`src/hdl/ofdmpe_pkg.sv`:
```
package ofdmpe_pkg;

  // Continual pilot base table (8K positions, relative to the first active carrier)
  localparam int unsigned CpCount = 92;
  localparam int unsigned CpIdxW  = 7;

  localparam logic [15:0] CpBase [CpCount] = '{
    16'd44,   16'd122,  16'd203,  16'd262,  16'd346,  16'd410,  16'd490,  16'd559,
    16'd643,  16'd715,  16'd797,  16'd866,  16'd943,  16'd1016, 16'd1094, 16'd1165,
    16'd1247, 16'd1318, 16'd1397, 16'd1469, 16'd1550, 16'd1619, 16'd1700, 16'd1769,
    16'd1850, 16'd1922, 16'd2000, 16'd2069, 16'd2153, 16'd2222, 16'd2299, 16'd2378,
    16'd2453, 16'd2521, 16'd2602, 16'd2678, 16'd2755, 16'd2823, 16'd2900, 16'd2975,
    16'd3053, 16'd3128, 16'd3203, 16'd3278, 16'd3353, 16'd3421, 16'd3500, 16'd3575,
    16'd3650, 16'd3721, 16'd3800, 16'd3878, 16'd3950, 16'd4022, 16'd4097, 16'd4171,
    16'd4250, 16'd4318, 16'd4397, 16'd4469, 16'd4547, 16'd4618, 16'd4694, 16'd4769,
    16'd4844, 16'd4919, 16'd4994, 16'd5065, 16'd5143, 16'd5218, 16'd5294, 16'd5366,
    16'd5441, 16'd5518, 16'd5594, 16'd5669, 16'd5741, 16'd5818, 16'd5893, 16'd5966,
    16'd6044, 16'd6116, 16'd6197, 16'd6262, 16'd6343, 16'd6412, 16'd6493, 16'd6562,
    16'd6643, 16'd6715, 16'd6793, 16'd6869
  };

  // Register indexes on the configuration port
  localparam logic [3:0] CfgFftSize  = 4'd0;
  localparam logic [3:0] CfgPattern  = 4'd1;
  localparam logic [3:0] CfgActive   = 4'd2;
  localparam logic [3:0] CfgFirst    = 4'd3;

  // Pilot kinds
  localparam logic [1:0] KindScattered = 2'd0;
  localparam logic [1:0] KindContinual = 2'd1;
  localparam logic [1:0] KindEdge      = 2'd2;

  // Default active carrier counts per FFT size
  localparam logic [16:0] ActDef8k  = 17'd6913;
  localparam logic [16:0] ActDef16k = 17'd13825;
  localparam logic [16:0] ActDef32k = 17'd27649;

  // Reference sequence generator x^11 + x^2 + 1
  localparam int unsigned LfsrW     = 11;
  localparam int unsigned JumpCount = 16;

  typedef logic [LfsrW-1:0]      lfsr_t;
  typedef lfsr_t [LfsrW-1:0]     lfsr_mat_t;   // column c = image of unit vector c
  typedef lfsr_mat_t [JumpCount-1:0] lfsr_jump_t;

  localparam lfsr_t LfsrSeed = 11'h7FF;

  // Settings derived from the registers
  typedef struct packed {
    logic [14:0] first;
    logic [16:0] last;
    logic [1:0]  fft_sh;    // log2 of FFT size over 8K
    logic [1:0]  dx_sh;     // Dx = 3 << dx_sh
    logic [3:0]  dy_mask;   // Dy - 1
    logic [2:0]  mod_sh;    // Dx * Dy = 3 << mod_sh
  } cfg_t;

  function automatic logic [15:0] cp_base(input logic [CpIdxW-1:0] idx);
    logic [15:0] r;
    r = '1;
    if (idx < CpIdxW'(CpCount)) begin
      r = CpBase[idx];
    end
    return r;
  endfunction

  function automatic lfsr_t lfsr_step(input lfsr_t s);
    return {s[9:0], s[10] ^ s[1]};
  endfunction

  function automatic lfsr_t lfsr_apply(input lfsr_mat_t m, input lfsr_t v);
    lfsr_t r;
    r = '0;
    for (int c = 0; c < LfsrW; c++) begin
      if (v[c]) begin
        r = r ^ m[c];
      end
    end
    return r;
  endfunction

  // Entry b advances the generator by 2**b steps
  function automatic lfsr_jump_t lfsr_jump_table();
    lfsr_jump_t tab;
    lfsr_mat_t  m;
    lfsr_mat_t  sq;
    for (int c = 0; c < LfsrW; c++) begin
      m[c] = lfsr_step(lfsr_t'(1) << c);
    end
    for (int b = 0; b < JumpCount; b++) begin
      tab[b] = m;
      for (int c = 0; c < LfsrW; c++) begin
        sq[c] = lfsr_apply(m, m[c]);
      end
      m = sq;
    end
    return tab;
  endfunction

  function automatic cfg_t cfg_derive(input logic [1:0] code_raw, input logic [3:0] pattern,
                                      input logic [15:0] act_raw, input logic [14:0] first_raw);
    logic [1:0]  code;
    logic [16:0] fft;
    logic [16:0] act;
    logic [16:0] half;
    cfg_t        c;
    code = (code_raw == 2'd3) ? 2'd2 : code_raw;
    fft  = 17'd8192 << code;
    if (act_raw == 16'd0) begin
      case (code)
        2'd0:    act = ActDef8k;
        2'd1:    act = ActDef16k;
        default: act = ActDef32k;
      endcase
    end else begin
      act = {1'b0, act_raw};
    end
    if (act > fft) begin
      act = fft;
    end
    half    = (fft - act) >> 1;
    c.first = (first_raw != 15'd0) ? first_raw : half[14:0];
    c.last  = {2'b00, c.first} + act - 17'd1;
    c.fft_sh = code;
    // Dx / Dy per pattern; unknown patterns fall back to PP1 spacing
    case (pattern)
      4'd2:    begin c.dx_sh = 2'd1; c.dy_mask = 4'd1;  c.mod_sh = 3'd2; end
      4'd3:    begin c.dx_sh = 2'd1; c.dy_mask = 4'd3;  c.mod_sh = 3'd3; end
      4'd4:    begin c.dx_sh = 2'd2; c.dy_mask = 4'd1;  c.mod_sh = 3'd3; end
      4'd5:    begin c.dx_sh = 2'd2; c.dy_mask = 4'd3;  c.mod_sh = 3'd4; end
      4'd6:    begin c.dx_sh = 2'd3; c.dy_mask = 4'd1;  c.mod_sh = 3'd4; end
      4'd7:    begin c.dx_sh = 2'd3; c.dy_mask = 4'd3;  c.mod_sh = 3'd5; end
      4'd8:    begin c.dx_sh = 2'd1; c.dy_mask = 4'd15; c.mod_sh = 3'd5; end
      default: begin c.dx_sh = 2'd0; c.dy_mask = 4'd3;  c.mod_sh = 3'd2; end
    endcase
    return c;
  endfunction

endpackage

```
`src/hdl/ofdmpe_cfg.sv`:
```
module ofdmpe_cfg (
  input  logic               clk_i,
  input  logic               rst_ni,
  input  logic               cfg_valid_i,
  output logic               cfg_ready_o,
  input  logic [3:0]         cfg_index_i,
  input  logic [15:0]        cfg_data_i,
  output ofdmpe_pkg::cfg_t   cfg_o
);

  localparam ofdmpe_pkg::cfg_t CfgReset = ofdmpe_pkg::cfg_derive(2'd0, 4'd1, 16'd0, 15'd0);

  logic [1:0]  fft_code_q;
  logic [3:0]  pattern_q;
  logic [15:0] active_q;
  logic [14:0] first_q;

  ofdmpe_pkg::cfg_t cfg_d;
  ofdmpe_pkg::cfg_t cfg_q;

  assign cfg_ready_o = 1'b1;

  // Register writes; unknown indexes are dropped
  always_ff @(posedge clk_i or negedge rst_ni) begin
    if (!rst_ni) begin
      fft_code_q <= 2'd0;
      pattern_q  <= 4'd1;
      active_q   <= 16'd0;
      first_q    <= 15'd0;
    end else if (cfg_valid_i && cfg_ready_o) begin
      case (cfg_index_i)
        ofdmpe_pkg::CfgFftSize: fft_code_q <= cfg_data_i[1:0];
        ofdmpe_pkg::CfgPattern: pattern_q  <= cfg_data_i[3:0];
        ofdmpe_pkg::CfgActive:  active_q   <= cfg_data_i;
        ofdmpe_pkg::CfgFirst:   first_q    <= cfg_data_i[14:0];
        default: ;
      endcase
    end
  end

  // Derived settings, registered behind the registers
  assign cfg_d = ofdmpe_pkg::cfg_derive(fft_code_q, pattern_q, active_q, first_q);

  always_ff @(posedge clk_i or negedge rst_ni) begin
    if (!rst_ni) begin
      cfg_q <= CfgReset;
    end else begin
      cfg_q <= cfg_d;
    end
  end

  assign cfg_o = cfg_q;

endmodule

```
`src/hdl/ofdmpe_lfsr.sv`:
```
module ofdmpe_lfsr (
  input  logic        clk_i,
  input  logic        en_i,
  input  logic [14:0] bin_i,
  output logic        ref_bit_o
);

  localparam int unsigned Stages  = 4;
  localparam int unsigned BinBits = ofdmpe_pkg::JumpCount;
  localparam int unsigned PerStg  = BinBits / Stages;

  localparam ofdmpe_pkg::lfsr_jump_t JumpTab = ofdmpe_pkg::lfsr_jump_table();

  ofdmpe_pkg::lfsr_t  st_q   [Stages];
  ofdmpe_pkg::lfsr_t  st_d   [Stages];
  ofdmpe_pkg::lfsr_t  stg_in [Stages];
  logic [BinBits-1:0] bin_q  [Stages];
  logic [BinBits-1:0] bin_in [Stages];

  // Jump ahead from the seed: each stage applies the advances for four index bits
  always_comb begin
    stg_in[0] = ofdmpe_pkg::LfsrSeed;
    bin_in[0] = BinBits'(bin_i);
    for (int s = 1; s < Stages; s++) begin
      stg_in[s] = st_q[s-1];
      bin_in[s] = bin_q[s-1];
    end
    for (int s = 0; s < Stages; s++) begin
      st_d[s] = stg_in[s];
      for (int b = 0; b < PerStg; b++) begin
        if (bin_in[s][s*PerStg + b]) begin
          st_d[s] = ofdmpe_pkg::lfsr_apply(JumpTab[s*PerStg + b], st_d[s]);
        end
      end
    end
  end

  always_ff @(posedge clk_i) begin
    if (en_i) begin
      for (int s = 0; s < Stages; s++) begin
        st_q[s]  <= st_d[s];
        bin_q[s] <= bin_in[s];
      end
    end
  end

  assign ref_bit_o = st_q[Stages-1][0];

endmodule

```
`src/hdl/ofdmpe_cp.sv`:
```
module ofdmpe_cp (
  input  logic        clk_i,
  input  logic        en_i,
  input  logic [14:0] bin_i,
  input  logic [14:0] first_i,
  input  logic [1:0]  fft_sh_i,
  output logic        cont_o
);

  localparam int unsigned IdxW = ofdmpe_pkg::CpIdxW;
  localparam logic [IdxW-1:0] LastIdx = IdxW'(ofdmpe_pkg::CpCount - 1);

  // Stage A: offset into the active band and its unscaled position
  logic [14:0] rel_a_d, rel_a_q, q_a_d, q_a_q;
  // Stage B: upper search bits
  logic [IdxW-1:0] idx_b_d, idx_b_q;
  logic            found_b_d, found_b_q;
  logic [14:0]     rel_b_q, q_b_q;
  // Stage C: lower search bits
  logic [IdxW-1:0] idx_c_d, idx_c_q;
  logic            found_c_q;
  logic [14:0]     rel_c_q;
  // Stage D: membership
  logic            cont_d, cont_q;

  logic [IdxW-1:0] cand_b, cand_c;
  logic [15:0]     base, base_nx, base_sc, off, dlt, dlt2, dlt3;
  logic            last, hit;

  always_comb begin
    rel_a_d = bin_i - first_i;
    q_a_d   = rel_a_d >> fft_sh_i;
  end

  // Binary search for the last base entry not above q, three bits here
  always_comb begin
    idx_b_d   = '0;
    cand_b    = '0;
    found_b_d = ofdmpe_pkg::cp_base('0) <= {1'b0, q_a_q};
    for (int k = IdxW - 1; k >= IdxW - 3; k--) begin
      cand_b = idx_b_d | (IdxW'(1) << k);
      if (ofdmpe_pkg::cp_base(cand_b) <= {1'b0, q_a_q}) begin
        idx_b_d = cand_b;
      end
    end
  end

  // Remaining four bits
  always_comb begin
    idx_c_d = idx_b_q;
    cand_c  = '0;
    for (int k = IdxW - 4; k >= 0; k--) begin
      cand_c = idx_c_d | (IdxW'(1) << k);
      if (ofdmpe_pkg::cp_base(cand_c) <= {1'b0, q_b_q}) begin
        idx_c_d = cand_c;
      end
    end
  end

  // Points in a segment sit at base*scale + step*j, j below the scale
  always_comb begin
    base    = ofdmpe_pkg::cp_base(idx_c_q);
    base_nx = ofdmpe_pkg::cp_base(idx_c_q + IdxW'(1));
    base_sc = base << fft_sh_i;
    off     = {1'b0, rel_c_q} - base_sc;
    dlt     = base_nx - base;
    dlt2    = dlt << 1;
    dlt3    = dlt + dlt2;
    last    = idx_c_q == LastIdx;
    hit     = (off == 16'd0) ||
              (!last && (((fft_sh_i != 2'd0) && (off == dlt)) ||
                         ((fft_sh_i == 2'd2) && ((off == dlt2) || (off == dlt3)))));
    cont_d  = found_c_q && hit;
  end

  always_ff @(posedge clk_i) begin
    if (en_i) begin
      rel_a_q   <= rel_a_d;
      q_a_q     <= q_a_d;
      idx_b_q   <= idx_b_d;
      found_b_q <= found_b_d;
      rel_b_q   <= rel_a_q;
      q_b_q     <= q_a_q;
      idx_c_q   <= idx_c_d;
      found_c_q <= found_b_q;
      rel_c_q   <= rel_b_q;
      cont_q    <= cont_d;
    end
  end

  assign cont_o = cont_q;

endmodule

```
`src/hdl/ofdm_pilot_extractor.sv`:
```
// Channel   Handshake                  Payload
// --------  -------------------------  -------------------------------------------------
// in        in_valid_i / in_ready_o    bin_index, sym_idx, sample_re, sample_im
// out       out_valid_o / out_ready_i  subcarrier, pilot_kind, ref_positive, recv_re/im,
//                                      chan_re/im
// cfg       cfg_valid_i / cfg_ready_o  cfg_index_i (register number), cfg_data_i
//
// One bin per cycle while no result is held. Pilot bins pass the input register, stages
// 2 to 5 and the output register; the depth is set by the reference sequence jump-ahead
// (four bit groups) and continual-pilot table search, each over four register stages.
// Non-pilot bins leave the pipeline without a transfer on the output side.
// A held result stalls every stage at once; in_ready_o drops only then.
// Reset clears the valid bits and the registers (pattern 1, all others 0).
module ofdm_pilot_extractor (
  input  logic               clk_i,
  input  logic               rst_ni,
  input  logic               in_valid_i,
  output logic               in_ready_o,
  input  logic [14:0]        bin_index_i,
  input  logic [15:0]        sym_idx_i,
  input  logic signed [15:0] sample_re_i,
  input  logic signed [15:0] sample_im_i,
  output logic               out_valid_o,
  input  logic               out_ready_i,
  output logic [14:0]        subcarrier_o,
  output logic [1:0]         pilot_kind_o,
  output logic               ref_positive_o,
  output logic signed [15:0] recv_re_o,
  output logic signed [15:0] recv_im_o,
  output logic signed [15:0] chan_re_o,
  output logic signed [15:0] chan_im_o,
  input  logic               cfg_valid_i,
  output logic               cfg_ready_o,
  input  logic [3:0]         cfg_index_i,
  input  logic [15:0]        cfg_data_i
);

  ofdmpe_pkg::cfg_t cfg;

  logic adv;

  // Stage 1: input register
  logic        v1_q;
  logic [14:0] bin1_q;
  logic [15:0] sym1_q;
  logic [15:0] re1_q, im1_q;
  // Stage 2: band position
  logic        v2_q, rng2_q, edge2_q, beyond2_q;
  logic [14:0] rel2_q, bin2_q;
  logic [3:0]  symm2_q;
  logic [15:0] re2_q, im2_q;
  // Stage 3: scattered offset removed
  logic        v3_q, ge3_q, rng3_q, edge3_q, beyond3_q;
  logic [14:0] diff3_q, bin3_q;
  logic [15:0] re3_q, im3_q;
  // Stage 4: period test, power-of-two part and digit sum
  logic        v4_q, zlow4_q, ge4_q, rng4_q, edge4_q, beyond4_q;
  logic [4:0]  dsum4_q;
  logic [14:0] bin4_q;
  logic [15:0] re4_q, im4_q;
  // Stage 5: scattered decision
  logic        v5_q, scat5_q, rng5_q, edge5_q, beyond5_q;
  logic [14:0] bin5_q;
  logic [15:0] re5_q, im5_q;
  // Output register
  logic        out_valid_q;
  logic [14:0] sub_q;
  logic [1:0]  kind_q;
  logic        pos_q;
  logic [15:0] rre_q, rim_q, cre_q, cim_q;

  logic        rng2_d, edge2_d, beyond2_d;
  logic [14:0] rel2_d;
  logic [16:0] bin_x;
  logic [3:0]  symm2_d;
  logic [8:0]  off3;
  logic        ge3_d;
  logic [14:0] diff3_d;
  logic [14:0] lowmask, dsh;
  logic        zlow4_d;
  logic [4:0]  dsum4_d;
  logic [2:0]  dig3;
  logic        scat5_d;
  logic        cont5, ref_bit, pos, pilot;
  logic [1:0]  kind;

  logic        out_valid_d;
  logic [15:0] cre_d, cim_d;

  function automatic logic [15:0] chan_est(input logic [15:0] x, input logic p);
    logic [15:0] r;
    if (x == 16'h8000) begin
      r = p ? 16'h8001 : 16'h7FFF;
    end else begin
      r = p ? x : (16'd0 - x);
    end
    return r;
  endfunction

  ofdmpe_cfg u_cfg (
    .clk_i       (clk_i),
    .rst_ni      (rst_ni),
    .cfg_valid_i (cfg_valid_i),
    .cfg_ready_o (cfg_ready_o),
    .cfg_index_i (cfg_index_i),
    .cfg_data_i  (cfg_data_i),
    .cfg_o       (cfg)
  );

  ofdmpe_lfsr u_lfsr (
    .clk_i     (clk_i),
    .en_i      (adv),
    .bin_i     (bin1_q),
    .ref_bit_o (ref_bit)
  );

  ofdmpe_cp u_cp (
    .clk_i    (clk_i),
    .en_i     (adv),
    .bin_i    (bin1_q),
    .first_i  (cfg.first),
    .fft_sh_i (cfg.fft_sh),
    .cont_o   (cont5)
  );

  // Whole pipeline moves unless a result is held at the output
  assign adv        = !out_valid_q || out_ready_i;
  assign in_ready_o = adv;

  // Stage 2 logic: active band, edges, sign forced past the FFT size
  always_comb begin
    bin_x   = {2'b00, bin1_q};
    rng2_d  = (bin1_q >= cfg.first) && (bin_x <= cfg.last);
    edge2_d = (bin1_q == cfg.first) || (bin_x == cfg.last);
    rel2_d  = bin1_q - cfg.first;
    symm2_d = sym1_q[3:0] & cfg.dy_mask;
    case (cfg.fft_sh)
      2'd0:    beyond2_d = |bin1_q[14:13];
      2'd1:    beyond2_d = bin1_q[14];
      default: beyond2_d = 1'b0;
    endcase
  end

  // Stage 3 logic: first scattered carrier of this symbol is (sym mod Dy) * Dx
  always_comb begin
    off3    = ({5'd0, symm2_q} + {4'd0, symm2_q, 1'b0}) << cfg.dx_sh;
    ge3_d   = {6'd0, off3} <= rel2_q;
    diff3_d = rel2_q - {6'd0, off3};
  end

  // Stage 4 logic: period is 3 << mod_sh, so test the low bits, then mod 3 by digits
  always_comb begin
    lowmask = (15'd1 << cfg.mod_sh) - 15'd1;
    zlow4_d = (diff3_q & lowmask) == 15'd0;
    dsh     = diff3_q >> cfg.mod_sh;
    dsum4_d = 5'd0;
    for (int i = 0; i < 7; i++) begin
      dsum4_d = dsum4_d + {3'd0, dsh[2*i +: 2]};
    end
    dsum4_d = dsum4_d + {4'd0, dsh[14]};
  end

  // Stage 5 logic
  always_comb begin
    dig3    = {1'b0, dsum4_q[1:0]} + {1'b0, dsum4_q[3:2]} + {2'b00, dsum4_q[4]};
    scat5_d = rng4_q && ge4_q && zlow4_q && (dig3 inside {3'd0, 3'd3, 3'd6});
  end

  // Output logic: priority scattered, continual, edge
  always_comb begin
    pos   = beyond5_q || ref_bit;
    pilot = scat5_q || (cont5 && rng5_q) || edge5_q;
    if (scat5_q) begin
      kind = ofdmpe_pkg::KindScattered;
    end else if (cont5 && rng5_q) begin
      kind = ofdmpe_pkg::KindContinual;
    end else begin
      kind = ofdmpe_pkg::KindEdge;
    end
    out_valid_d = v5_q && pilot;
    cre_d       = chan_est(re5_q, pos);
    cim_d       = chan_est(im5_q, pos);
  end

  // Valid bits
  always_ff @(posedge clk_i or negedge rst_ni) begin
    if (!rst_ni) begin
      v1_q        <= 1'b0;
      v2_q        <= 1'b0;
      v3_q        <= 1'b0;
      v4_q        <= 1'b0;
      v5_q        <= 1'b0;
      out_valid_q <= 1'b0;
    end else if (adv) begin
      v1_q        <= in_valid_i;
      v2_q        <= v1_q;
      v3_q        <= v2_q;
      v4_q        <= v3_q;
      v5_q        <= v4_q;
      out_valid_q <= out_valid_d;
    end
  end

  // Payload
  always_ff @(posedge clk_i) begin
    if (adv) begin
      bin1_q    <= bin_index_i;
      sym1_q    <= sym_idx_i;
      re1_q     <= sample_re_i;
      im1_q     <= sample_im_i;

      rng2_q    <= rng2_d;
      edge2_q   <= edge2_d;
      beyond2_q <= beyond2_d;
      rel2_q    <= rel2_d;
      symm2_q   <= symm2_d;
      bin2_q    <= bin1_q;
      re2_q     <= re1_q;
      im2_q     <= im1_q;

      ge3_q     <= ge3_d;
      diff3_q   <= diff3_d;
      rng3_q    <= rng2_q;
      edge3_q   <= edge2_q;
      beyond3_q <= beyond2_q;
      bin3_q    <= bin2_q;
      re3_q     <= re2_q;
      im3_q     <= im2_q;

      zlow4_q   <= zlow4_d;
      dsum4_q   <= dsum4_d;
      ge4_q     <= ge3_q;
      rng4_q    <= rng3_q;
      edge4_q   <= edge3_q;
      beyond4_q <= beyond3_q;
      bin4_q    <= bin3_q;
      re4_q     <= re3_q;
      im4_q     <= im3_q;

      scat5_q   <= scat5_d;
      rng5_q    <= rng4_q;
      edge5_q   <= edge4_q;
      beyond5_q <= beyond4_q;
      bin5_q    <= bin4_q;
      re5_q     <= re4_q;
      im5_q     <= im4_q;

      sub_q     <= bin5_q;
      kind_q    <= kind;
      pos_q     <= pos;
      rre_q     <= re5_q;
      rim_q     <= im5_q;
      cre_q     <= cre_d;
      cim_q     <= cim_d;
    end
  end

  assign out_valid_o    = out_valid_q;
  assign subcarrier_o   = sub_q;
  assign pilot_kind_o   = kind_q;
  assign ref_positive_o = pos_q;
  assign recv_re_o      = rre_q;
  assign recv_im_o      = rim_q;
  assign chan_re_o      = cre_q;
  assign chan_im_o      = cim_q;

endmodule

```
`config.mk`:
```
export PLATFORM = sky130hd
export DESIGN_NAME = ofdm_pilot_extractor
export DESIGN_NICKNAME = d
export VERILOG_FILES = /design/src/hdl/ofdmpe_pkg.sv /design/src/hdl/ofdmpe_cfg.sv /design/src/hdl/ofdmpe_lfsr.sv /design/src/hdl/ofdmpe_cp.sv /design/src/hdl/ofdm_pilot_extractor.sv
export SDC_FILE = /design/constraint.sdc
export NUM_CORES = 1
export LEC_CHECK = 0
export BUFFER_PORTS_ARGS = -buffer_cell sky130_fd_sc_hd__buf_2
export CORE_MARGIN = 4
export CORE_UTILIZATION = 60
export CTS_BUF_LIST = sky130_fd_sc_hd__clkbuf_8
export CTS_CLUSTER_SIZE = 20
export DETAILED_ROUTE_END_ITERATION = 10
export GPL_ROUTABILITY_DRIVEN = 1
export PLACE_DENSITY = 0.8
export SLEW_MARGIN = 20
export SYNTH_ARGS = -nofsm -noshare
export SYNTH_HDL_FRONTEND = slang
export SYNTH_SLANG_ARGS = --single-unit
export TNS_END_PERCENT = 30
```
`constraint.sdc`:
```
create_clock -name clk_i -period 62.8 [get_ports clk_i]
set_input_delay 15.7 -clock clk_i [delete_from_list [all_inputs] [get_ports clk_i]]
set_output_delay 15.7 -clock clk_i [all_outputs]
set_load 0.1 [all_outputs]
```
==> results of run 1 <==
[worst register-to-register path, delay by kind of cell, from the launching register on]
| kind | cells | cell delay (ns) |
|---|---|---|
| buffers and inverters | 7 | 2.25 |
| AO/OA/AOI/OAI | 34 | 6.02 |
| flip-flops | 1 | 0.35 |
| adder cells (fa/ha/maj) | 8 | 2.62 |
| AND/OR/NAND/NOR | 16 | 1.70 |
| XOR/XNOR | 1 | 0.17 |
[cells in the final DEF, fill, tap and decap left out, drive strengths merged, types with 21 or more instances in the layout]
cell type / instances
nor2b: 35
nand4: 37
xnor2: 185
dfrtp: 62
o211ai: 27
mux2i: 78
nor3: 57
o21a: 29
buf: 198
a31oi: 39
dfstp: 22
clkbuf: 99
o21ai: 248
nand2b: 30
mux2: 56
inv: 266
nor4: 21
edfxtp: 480
a21o: 54
nand2: 261
nor2: 274
or3: 25
a21oi: 248
xor2: 106
a21boi: 25
a211oi: 47
nand3: 40
clkinv: 39
ha: 257
[layer usage]
layer / vias up / track usage
li1: 12900 / -
met1: 12600 / 0.335
met2: 1080 / 0.413
met3: 204 / 0.0471
met4: 4 / 0.0927
met5: - / 0
[area by class of cell]
| type | count | area share |
|---|---|---|
| clock buffers | 99 | 0.0345 |
| inverters | 239 | 0.0227 |
| well taps | 773 | 0.0245 |
| repair buffers | 198 | 0.0280 |
| diodes | 5 | 0.000317 |
| multi-input cells | 2482 | 0.457 |
| flip-flops and latches | 564 | 0.419 |
| clock inverters | 75 | 0.0139 |
[worst min-delay path by stage]
stage | startpoint | end | depth (start not counted)
5_1_grt | re1_q[1]$_DFFE_PP_ | re2_q[1]$_DFFE_PP_ | 0
6_report | re2_q[14]$_DFFE_PP_ | re3_q[14]$_DFFE_PP_ | 0
3_5_place_dp | beyond2_q$_SDFFCE_PN0P_ | beyond3_q$_DFFE_PP_ | 0
4_1_cts | bin2_q[8]$_DFFE_PP_ | bin3_q[8]$_DFFE_PP_ | 0
3_3_place_gp | re4_q[1]$_DFFE_PP_ | re5_q[1]$_DFFE_PP_ | 0
2_1_floorplan | beyond2_q$_SDFFCE_PN0P_ | beyond3_q$_DFFE_PP_ | 0
[cell families (layout without fill, tap and decap cells)]
group                    after synthesis  count (layout)  share of synthesized area
other                                  1               6                   0.000104
AND/OR/NAND/NOR                      861             861                      0.111
adder cells (fa/ha/maj)              276             276                     0.0997
AO/OA/AOI/OAI                        883             883                      0.154
XOR/XNOR                             313             313                     0.0859
multiplexers                         148             148                     0.0483
buffers and inverters                406             611                     0.0426
flip-flops                           564             564                      0.459
[stage by stage]
| stage | utilization | instance area [um^2] | setup slack, ns |
|---|---|---|---|
| final | 0.666 | 39500 | 29.96 |
| after CTS | 0.666 | 39400 | 29.96 |
| after detailed placement | 0.633 | 37500 | 29.95 |
| after global routing | 0.666 | 39400 | 29.85 |
| after floorplan | - | 36100 | 17.43 |
| after global placement | 0.633 | 37500 | 29.96 |
==> results.txt, run 1 <==
Critical path capture point type: primary output
WL met2: 39300 um
Period utilisation layout: 0.523
Arr. time, crit path: 17.14 ns
Wire per inst: 18.4 um
DR iter-0 viols: 2606
Vias in the first global route: 25700
ANT nets after route: 0
Status: completed
H-Tree Level Count: 3
CTS clk-pin slew, worst paths: 0.06 ns
Register area share after synthesis: 0.459
Slew @ Worst Pin: 1.13 ns
Area of the multi-input gates: 18000 um^2
Dominant cells by area after synthesis: edfxtp_1 40%, ha_1 8.9%, xnor2_1 4.4%
DP HPWL: 57000 um
Syn avg cell area: 10.4 um^2
Remaining DRCs: 0
Clock sinks: 564
I/O pin cnt: 173
Root buffer cell: clkbuf_8
Met3 wire length: 5990 um
Vias per cell: 6.04
Worst Setup EP: in_ready_o
Hold_buf cts: 0
Worst skew pair latency: 0.70 ns
Placer Congestion: 0.913
Most frequent cell after synthesis: edfxtp_1
CP required: 47.10 ns
Flop-to-flop setup slack: 49.49 ns
Slew Viols, Final: 0
WP depth: 3
Largest net degree at the start of global routing: 211
RR Endpoint: u_cp.idx_c_q[0]$_SDFFCE_PP1P_
Rel. slew slack: 0.243
DRT met1 WL: 34000 um
Top layer in use: met5
Fill cells: 4419
TritonRoute pass-1 iters: 6
Worst setup SP type: input pin
Crit path max fanout: 78
Post-synthesis register bit count: 564
Hold slack: 0.402 ns
Cell count after synthesis: 3452
Worst stage delay on the critical path: 0.75 ns
Placed cell count: 4256
Crit path launch: out_ready_i
CP bufs+invs: 2
Post-cts gate resize count: 0
Async S/R FF share, synth: 0.149
GRT Overall Usage: 0.251
Synthesis warning total: 0
Top FF cell, synth: edfxtp_1
Slowest cell on crit path: nand2b_4
Hold Crit Class: reg -> reg
Biggest area consumer among synthesized cells: edfxtp_1
Area Overhead vs Synth: 9.44%
Post-synth EDFFs: 480
Final setup vio count: 0
Final number of hold-violating endpoints: 0
Layout cells sized above 1: 0.126
Sequential cell area: 16500 um^2
RR Startpoint: u_cp.idx_b_q[5]$_DFFE_PP_
GR Overflow Total: 0
Synth Net Count: 3816
DIE WIDTH: 253 um
Top-area cell type share of the netlist area: 0.400
Core area: 59200 um^2
Fmax: 0.0304 GHz
CTS tree: yes
Max FFs per register: 41
WS Path Type: in -> out
Initial antenna violation count: 7
# nets final: 3941
Worst R2R Path Depth: 66
CP delay by family, top: simple AND/OR/NAND/NOR gates
Vias: 26800
Cell Rows: 89
Port Buffer Count: 159
Initial core utilization: 0.609
CTS buffer count: 92
Skew final: 0.0445 ns
Yosys cell types: 90
Worst-case clock buffer depth: 3
Mapped Area: 36100 um^2
Number of max-cap violations: 0
Drt total wl: 81800 um
Final std cells w/o fill: 4435
Total Die Area: 64100 um^2
Setup_tns: 0 ns
Most Frequent Cell on Critical Path: buf_2
Crit path cell chain: buf_2 -> nand2b_4 -> buf_2
Commonest cells post-synth: 480 x edfxtp_1, 274 x nor2_1, 261 x nand2_1
Unrepaired setup endpoints after global routing: no
First-pass GRT wire length: 132000 um
Fin crit period: 32.84 ns
Postcts setup bufs: 0
Chip height: 253 um
Power of run 1 is left out: the tool's default activity adds up to more than one toggle a clock period on the data nets, which glitch-free logic cannot reach.
==> run 2: changes to the inputs <==
- ABC_AREA: not set -> 1
- CORE_UTILIZATION: 60 -> 58
- PLACE_DENSITY: 0.8 -> 0.81
- clock period: 62.8 -> 27.8 ns (I/O delays scaled with it)
==> run 2 against run 1 <==
  * Critical path depth rose by 1
  * Synthesized cell count rose by 27%
  * Design area up 2.6%
  * Die area increased by 6.8%
==> results.txt, run 2 <==
Post-synth EDFFs: 480 (unchanged)
Status: completed
GR Overflow Total: 0 (unchanged)
Yosys cell types: 70 (-22%)
Largest net degree at the start of global routing: 89 (-58%)
Area Overhead vs Synth: 8.58%
Worst skew pair latency: 0.67 ns (-0.03 ns)
Most common cell after layout, fill and taps aside: nand2_1
First-pass GRT wire length: 143000 um (+8.4%)
Async S/R FF share, synth: 0.149 (unchanged)
Worst setup SP type: input pin
Slew @ Worst Pin: 1.04 ns (-0.0939 ns)
Proportion of synthesized area in mux cells: 0.00600 (-0.0423)
Number of max-cap violations: 0 (unchanged)
Cell count after synthesis: 4396 (+27%)
Final number of hold-violating endpoints: 0 (unchanged)
CP required: 20.85 ns (-26.25 ns)
# nets final: 4916 (+25%)
CTS clk-pin slew, worst paths: 0.06 ns (about the same)
ANT nets after route: 0 (unchanged)
Synth Net Count: 4760 (+25%)
Cell Rows: 92 (+3.4%)
Slew Viols, Final: 0 (unchanged)
Placer Congestion: 1.00 (+9.8%)
Wire per inst: 16.3 um (-11%)
Commonest cells post-synth: 1084 x nand2_1, 529 x inv_1, 480 x edfxtp_1
CTS tree: yes
Post-Synth XOR/XNOR Area: 0.0469 (-0.0390)
DP HPWL: 66500 um (+17%)
Vias per cell: 5.68 (-6.0%)
Drt total wl: 89200 um (+9.1%)
Hold slack: 0.406 ns (+0.00412 ns)
Core area: 63300 um^2 (+6.9%)
Dominant cells by area after synthesis: edfxtp_1 39%, nand2_1 11%, ha_1 8.6%
Area after DPL: 38900 um^2 (+3.6%)
Most frequent cell after synthesis: nand2_1
Register area share after synthesis: 0.444 (-0.0153)
Synthesis warning total: 0 (unchanged)
Share of synthesized cell area in full adder, half adder and majority cells: 0.0964 (-0.00334)
Initial core utilization: 0.589 (-0.0194)
WS Path Type: in -> out
I/O pin cnt: 173 (unchanged)
Initial antenna violation count: 1 (-6)
Vias: 31100 (+16%)
Skew final: 0.0235 ns (-0.0210 ns)
Syn avg cell area: 8.48 um^2 (-19%)
Remaining DRCs: 0 (unchanged)
Worst-case clock buffer depth: 3 (unchanged)
TritonRoute pass-1 iters: 8 (+2)
Hold Crit Class: reg -> reg
Critical path capture point type: primary output
Root buffer cell: clkbuf_8
Top-area cell type share of the netlist area: 0.386 (-0.0134)
Postcts setup bufs: 0 (unchanged)
Max FFs per register: 41 (unchanged)
Post-synthesis register bit count: 564 (unchanged)
Post-synthesis compound-gate area fraction: 0.119 (-0.0347)
Setup_tns: 0 ns (unchanged)
Rel. slew slack: 0.306 (+0.0626)
DIE WIDTH: 262 um (+3.3%)
Fin crit period: 15.14 ns
Arr. time, crit path: 8.19 ns (-8.95 ns)
Flop-to-flop setup slack: 16.38 ns (-33.11 ns)
Post-route cell area: 40500 um^2 (+2.6%)
H-Tree Level Count: 3 (unchanged)
Clock sinks: 564 (unchanged)
Fill cells: 5248 (+19%)
Unrepaired setup endpoints after global routing: no
Layout cells sized above 1: 0.101 (-0.0257)
Final setup vio count: 0 (unchanged)
Top FF cell, synth: edfxtp_1
Total Die Area: 68400 um^2 (+6.8%)
Most frequent cells in the layout: 1083 x nand2_1, 568 x inv_1, 480 x edfxtp_1
Vias in the first global route: 28800 (+12%)
Mapped Area: 37300 um^2 (+3.5%)
Post-cts gate resize count: 0 (unchanged)
DR iter-0 viols: 3292 (+26%)
Post-synthesis simple-gate area fraction: 0.218 (+0.107)
Fmax: 0.0660 GHz
Biggest area consumer among synthesized cells: edfxtp_1
Largest family of logic cells by synthesized area: simple AND/OR/NAND/NOR gates
Port Buffer Count: 159 (unchanged)
Chip height: 262 um (+3.3%)
GRT Overall Usage: 0.255 (+0.00446)
Hold_buf cts: 0 (unchanged)
CTS buffer count: 84 (-8.7%)
Period utilisation layout: 0.545
Crit path max fanout: 50 (-36%)
==> run 2: changes by cell type after synthesis, sizes merged, moves of 49 or more <==
cell   delta
o21ai    +84
nand2   +883
mux2i    -59
inv     +327
xnor2   -119
mux2     -53
a21o     -49
nand3   +282
==> run 2: area by class of cell <==
type,count,area [um^2],share of cell area
multi-input cells,3147,18100,0.448
flip-flops and latches,564,16500,0.409
inverters,571,2140,0.0529
clock buffers,89,1220,0.0302
well taps,846,1060,0.0261
repair buffers,184,986,0.0243
clock inverters,65,389,0.00961
diodes,2,5.00,0.000124
==> run 2: metal layers <==
layer,vias to the layer above,GRT usage,routed length (um)
met4,0,0.0952,3030
li1,15200,-,-
met1,14300,0.350,38200
met5,-,0,0
met3,235,0.0415,6870
met2,1275,0.412,41100
==> run 2: final timing paths <==
path / start / end / cells after the start
setup / recovery: out_ready_i / in_ready_o / 4
min in group asynchronous: rst_ni / v2_q$_DFFE_PN0P_ / 1
setup reg to reg: u_cp.idx_b_q[5]$_DFFE_PP_ / u_cp.idx_c_q[0]$_SDFFCE_PP1P_ / 50
max in group asynchronous: rst_ni / u_cfg.pattern_q[3]$_DFFE_PN0P_ / 2
hold / removal: bin2_q[8]$_DFFE_PP_ / bin3_q[8]$_DFFE_PP_ / 0
hold reg to reg: bin2_q[8]$_DFFE_PP_ / bin3_q[8]$_DFFE_PP_ / 0
==> run 2: kinds of logic after synthesis <==
group,count (synthesis)
AOI/OAI and AO/OA,756
and+or+nand+nor,1894
buffers and inverters,685
DFF,564
xor gates and xnor gates,198
muxes,22
other,1
adders and majority gates,276
==> run 2: per-stage QoR <==
| stage | std cells | worst slack, ns | util |
|---|---|---|---|
| after floorplan | 4396 | 3.04 | - |
| after global placement | 5312 | 12.62 | 0.614 |
| after detailed placement | 5312 | 12.62 | 0.614 |
| after CTS | 5466 | 12.62 | 0.640 |
| after global routing | 5467 | 12.54 | 0.640 |
| final | 5468 | 12.66 | 0.640 |
==> run 2: critical path, stage by stage <==
cell     delay (ns)
buf_2          0.08
inv_1          0.05
nand2_4        0.47
buf_2          0.60
Power of run 2 is left out for the same reason.
